===== config.mk =====
export PLATFORM = sky130hd
export DESIGN_NAME = tccw_ctrl
export DESIGN_NICKNAME = d
export VERILOG_FILES = /design/src/rtl/assert_macros.svh /design/src/rtl/tccw_pkg.sv /design/src/rtl/tccw_ctrl.sv
export SDC_FILE = /design/constraint.sdc
export NUM_CORES = 1
export LEC_CHECK = 0
export BUFFER_PORTS_ARGS = -buffer_cell sky130_fd_sc_hd__buf_2
export CAP_MARGIN = 40
export CORE_AREA = 2 2 39 41
export CTS_CLUSTER_SIZE = 40
export DETAILED_ROUTE_END_ITERATION = 8
export DIE_AREA = 0 0 41 43
export MAX_ROUTING_LAYER = met4
export PLACE_DENSITY = 0.37
export SLEW_MARGIN = 10
export SYNTH_ARGS = -nofsm -noshare
export SYNTH_HDL_FRONTEND = slang
export SYNTH_SLANG_ARGS = --single-unit
export TNS_END_PERCENT = 100

===== constraint.sdc =====
create_clock -name clock -period 4.2 [get_ports clock]
set_clock_uncertainty 0.2 [all_clocks]
set_input_delay 1.26 -clock clock [delete_from_list [all_inputs] [get_ports clock]]
set_output_delay 1.26 -clock clock [all_outputs]
set_load 0.005 [all_outputs]

===== src/rtl/assert_macros.svh =====
// ----------------------------------------------------------------------------
// assert_macros.svh
// Assertion helpers used by the console engine datapath
// ----------------------------------------------------------------------------
`ifndef ASSERT_MACROS_SVH
`define ASSERT_MACROS_SVH

`ifndef SYNTHESIS

// property must hold at every clock edge outside reset
`define ASSERT_ALWAYS(label, clk, rst, cond, msg) \
   label: assert property (@(posedge clk) disable iff (rst) (cond)) else $error(msg);

// condition must never be seen outside reset
`define ASSERT_NEVER(label, clk, rst, cond, msg) \
   `ASSERT_ALWAYS(label, clk, rst, !(cond), msg)

`else

`define ASSERT_ALWAYS(label, clk, rst, cond, msg)

`define ASSERT_NEVER(label, clk, rst, cond, msg)

`endif

`endif


===== src/rtl/tccw_pkg.sv =====
// ----------------------------------------------------------------------------
// tccw_pkg
// Constants, types and control structs of the text console cell writer
// ----------------------------------------------------------------------------
package tccw_pkg;

   localparam int COLUMNS    = 80;
   localparam int ROWS       = 25;
   localparam int CELL_COUNT = COLUMNS * ROWS;
   localparam int COPY_COUNT = COLUMNS * (ROWS - 1);

   localparam int CMD_W  = 2;
   localparam int CHAR_W = 8;
   localparam int ADDR_W = 11;
   localparam int CELL_W = 16;
   localparam int COL_W  = 7;
   localparam int ROW_W  = 5;

   typedef logic [CMD_W-1:0]  cmd_code_type;
   typedef logic [CHAR_W-1:0] char_type;
   typedef logic [ADDR_W-1:0] addr_type;
   typedef logic [CELL_W-1:0] cell_type;
   typedef logic [COL_W-1:0]  col_type;
   typedef logic [ROW_W-1:0]  row_type;

   localparam cmd_code_type CMD_PUT   = 2'd0;
   localparam cmd_code_type CMD_READ  = 2'd1;
   localparam cmd_code_type CMD_CLEAR = 2'd2;

   localparam char_type ATTRIBUTE       = 8'h07;
   localparam char_type CH_SPACE        = 8'h20;
   localparam char_type CH_NEWLINE      = 8'h0A;
   localparam char_type CH_RETURN       = 8'h0D;
   localparam char_type CH_BACKSPACE    = 8'h08;
   localparam char_type CH_FIRST_PRINT  = 8'd32;
   localparam cell_type BLANK_CELL      = {ATTRIBUTE, CH_SPACE};

   typedef enum logic [2:0] {
      ST_INIT,
      ST_INIT_DRAIN,
      ST_IDLE,
      ST_READ,
      ST_CLEAR,
      ST_SCROLL,
      ST_DRAIN
   } state_type;

   typedef enum logic [1:0] {
      KIND_DONE,
      KIND_READ,
      KIND_CLEAR,
      KIND_SCROLL
   } kind_type;

   typedef struct packed {
      logic accept;
      logic sweep;
      logic sweep_blank;
      logic load_rsp;
      logic rsp_from_read;
   } dp_cmd_type;

   typedef struct packed {
      kind_type kind;
      logic     rsp_free;
      logic     sweep_last;
   } dp_sts_type;

endpackage


===== src/rtl/tccw_ctrl.sv =====
// ----------------------------------------------------------------------------
// tccw_ctrl
// Sequencer: accepts words, runs screen sweeps and schedules responses
// ----------------------------------------------------------------------------
module tccw_ctrl (
   input  logic                clock,
   input  logic                reset,
   input  logic                req_valid,
   output logic                req_ready,
   input  tccw_pkg::dp_sts_type sts,
   output tccw_pkg::dp_cmd_type cmd
);
   import tccw_pkg::*;

   state_type state_ff;
   state_type state_in;
   logic      accept;

   assign req_ready = (state_ff == ST_IDLE) && sts.rsp_free;
   assign accept    = req_ready && req_valid;

   always_ff @(posedge clock) begin
      if (reset) begin
         state_ff <= ST_INIT;
      end else begin
         state_ff <= state_in;
      end
   end

   always_comb begin
      state_in = state_ff;
      unique case (state_ff)
         ST_INIT: begin
            if (sts.sweep_last) state_in = ST_INIT_DRAIN;
         end
         ST_INIT_DRAIN: state_in = ST_IDLE;
         ST_IDLE: begin
            if (accept) begin
               unique case (sts.kind)
                  KIND_DONE:   state_in = ST_IDLE;
                  KIND_READ:   state_in = ST_READ;
                  KIND_CLEAR:  state_in = ST_CLEAR;
                  KIND_SCROLL: state_in = ST_SCROLL;
                  default:     state_in = ST_IDLE;
               endcase
            end
         end
         ST_READ: state_in = ST_IDLE;
         ST_CLEAR, ST_SCROLL: begin
            if (sts.sweep_last) state_in = ST_DRAIN;
         end
         ST_DRAIN: state_in = ST_IDLE;
         default:  state_in = ST_INIT;
      endcase
   end

   always_comb begin
      cmd               = '0;
      cmd.accept        = accept;
      cmd.sweep         = (state_ff == ST_INIT) || (state_ff == ST_CLEAR) ||
                          (state_ff == ST_SCROLL);
      cmd.sweep_blank   = (state_ff == ST_INIT) || (state_ff == ST_CLEAR);
      cmd.rsp_from_read = (state_ff == ST_READ);
      cmd.load_rsp      = (accept && (sts.kind == KIND_DONE)) ||
                          (state_ff == ST_READ) || (state_ff == ST_DRAIN);
   end

endmodule


==> flow_summary.toml <==
[synthesis]
ys_seq_area_share_pct = 24.37
synth_area_leaders = "dfxtp_1 24%, nor3b_4 7.6%, o32ai_2 6.6%"
synth_seq_cells = 3
syn_nets = 37
ys.flop_type = "dfxtp_1"
synth_cell_type_count = 20
synthArstFlopShare_pct = 0
syn_area_sq_um = 246.5
synth_area_per_cell_sq_um = 8.216
yosys.area.top_type = "dfxtp_1"
synth.most_common_cell = "inv_1"
ys_warn_count = 0
yosys.area.top_type_share_pct = 24.37
netlist_top_cells_count = "4 x inv_1, 3 x a21oi_1, 3 x dfxtp_1"
synth_cells = 30
synth_edf_count = 0

[placed_design]
io_buffer_count = 12
dp_hpwl_um = 491.1
gp_congestion = 0.7489

[clock_tree]
htreeDepth = 1
clk_pin_slew_worst_paths_ps = 40
cts_tree = "built"
clockBufferDepth = 2
cts_setup_buffers = 0
clock_sinks = 3
clock_latency_ps = 230
cts_buffers = 3
hold_buffers = 0
clock-root-buffer = "clkbuf_4"
cts_resized = 0

[global_routing]
grt_overflow = 0
antenna_found_initial = 0
grt.total_usage_pct = 9.661
grt_pass1_vias = 253
grt_max_degree = 9
grt_pass1_wl_um = 1090

[final_layout]
drive_above_1_share_pct = 44.19
diodes = 0
final_util_pct = 24.23
regMostFlops = "state_ff"
nets = 51
syn_to_final_growth_pct = 36.04
top_regs = "state_ff: 3 flops"
largest_reg_flops = 3
fillers = 171

[timing]
slew_violations = 0
hold_viol_final = 0
period_minus_slack_ps = 3273
relSlewSlack_pct = 77.07
setup_viol = 0
rsz0062_at_grt = "false"
fmax_ghz = 0.3056
worst_pin_slew_ps = 343.5
min_period_over_period_pct = 77.92
finalSetupTns_ps = 0

[route]
wl_met3_um = 41
drt-total-wl_um = 627
viasPerCell = 4.627
vias = 273
drc = 0
highest_layer = "met3"
drtAntennaViolNets = 0
dr.pass1.iters = 4
drtIter0Drc = 8
avgRoutedWirePerCell_um = 10.63
wl_met2_um = 270
met1_length_um = 315

[pwr]
vdd_ir_drop_max_uv = 85.88
pwr-share-clk_pct = 42.8
p_int_uw = 82.88
swShare_pct = 28.67
p_sw_uw = 33.31
p_leak_uw = 0.0001462
pwr-share-seq_pct = 31.8
p_total_uw = 116.2
combPwrFrac_pct = 25.4
powerDensity_mw_per_mm2 = 346.5

[floorplan]
io_pins = 13
core_sq_mm = 0.001384
fp.dieW_um = 41
start_util_pct = 17.81
rows = 14
fp.dieH_um = 43
die_area_sq_mm = 0.001763

[setup_path]
startpoint_type = "input pin"
rrSetupSlack_ps = 2920
crit_end = "cmd[1]"
crit_path_end_kind = "output pin"
rr_worst_depth = 3
r2r-end = "state_ff[0]"
startpoint = "sts[1]"
cp.arrival_ps = 1810
setup.worst_path.class = "in2out"
r2r_start = "state_ff[1]"
path_max_fanout = 4
crit_required_ps = 2740

[flow_run]
drv_cap = 0

[hold_path]
hold_class = "reg2reg"

[run_status]
outcome = "completed"
-- final cells by class --
type / count / area, sq um / share of cell area [%]
tap: 16 / 20.02 / 5.970
inverter: 4 / 15.01 / 4.478
timing repair buffer: 12 / 60.06 / 17.91
multi-input combinational: 20 / 153.9 / 45.90
sequential: 3 / 60.06 / 17.91
clock buffer: 4 / 26.28 / 7.836
-- metrics by stage --
step           setup slack (ps)  hold WS [ps]  cell area [sq um]  instances
2_1_floorplan              1188         349.7              246.5         30
5_1_grt                   894.7         462.6              335.3         59
3_5_place_dp              920.0         420.1              309.0         55
6_report                  927.3         418.8              335.3         59
4_1_cts                   919.3         425.0              335.3         59
3_3_place_gp              933.1         420.8              309.0         55
-- cells by family (layout without fill, tap and decap cells) --
logic type	Yosys count	after routing	synth area share (%)
AO/OA/AOI/OAI	9	9	29.45
XOR/XNOR	1	1	3.554
buffers and inverters	7	20	13.20
flip-flops	3	3	24.37
AND/OR/NAND/NOR	10	10	29.44
-- power groups by stage --
stage,Sequential (uW),Clock [uW],Combinational [uW]
detailed placement,37.4,0,29.7
finish,37.0,49.7,29.5
CTS,37.0,52.9,30.1
global placement,37.8,0,29.5
floorplan,33.7,0,21.4
global route,37.8,56.7,32.9
-- how the worst min path moves through the flow --
| stage | from | slack (ps) | depth (start not counted) | endpoint |
|---|---|---|---|---|
| after global routing | state_ff[1] | 460 | 1 | state_ff[2] |
| after floorplan | state_ff[1] | 350 | 1 | state_ff[2] |
| after detailed placement | state_ff[2] | 420 | 2 | state_ff[0] |
| after global placement | state_ff[2] | 420 | 2 | state_ff[0] |
| after CTS | state_ff[1] | 430 | 1 | state_ff[2] |
| final | state_ff[1] | 420 | 1 | state_ff[2] |
-- placed cells by master (no fill, tap or decap) --
master,n
buf_2,12
inv_1,4
o221ai_1,1
nand3_2,1
nand2b_1,2
dfxtp_1,3
a31oi_1,1
a21oi_1,3
o32ai_1,1
a22o_1,1
clkbuf_4,3
clkbuf_1,1
nor3b_4,1
a211o_1,1
xnor2_1,1
nand4_1,1
nor3_1,1
and2_2,1
nand3_1,1
nor2_1,2
o32ai_2,1
-- routing by layer --
metal / vias up / track usage [%]
li1: 134 / -
met1: 126 / 13.14
met2: 13 / 10.94
met3: 0 / 4.712
met4: 0 / 6.000
met5: - / -
-- worst max-delay path, stage by stage --
cell     delay [ps]
buf_2           120
nand3_2         100
o32ai_2         200
buf_2           140
Power figures use the tool's default switching activity.
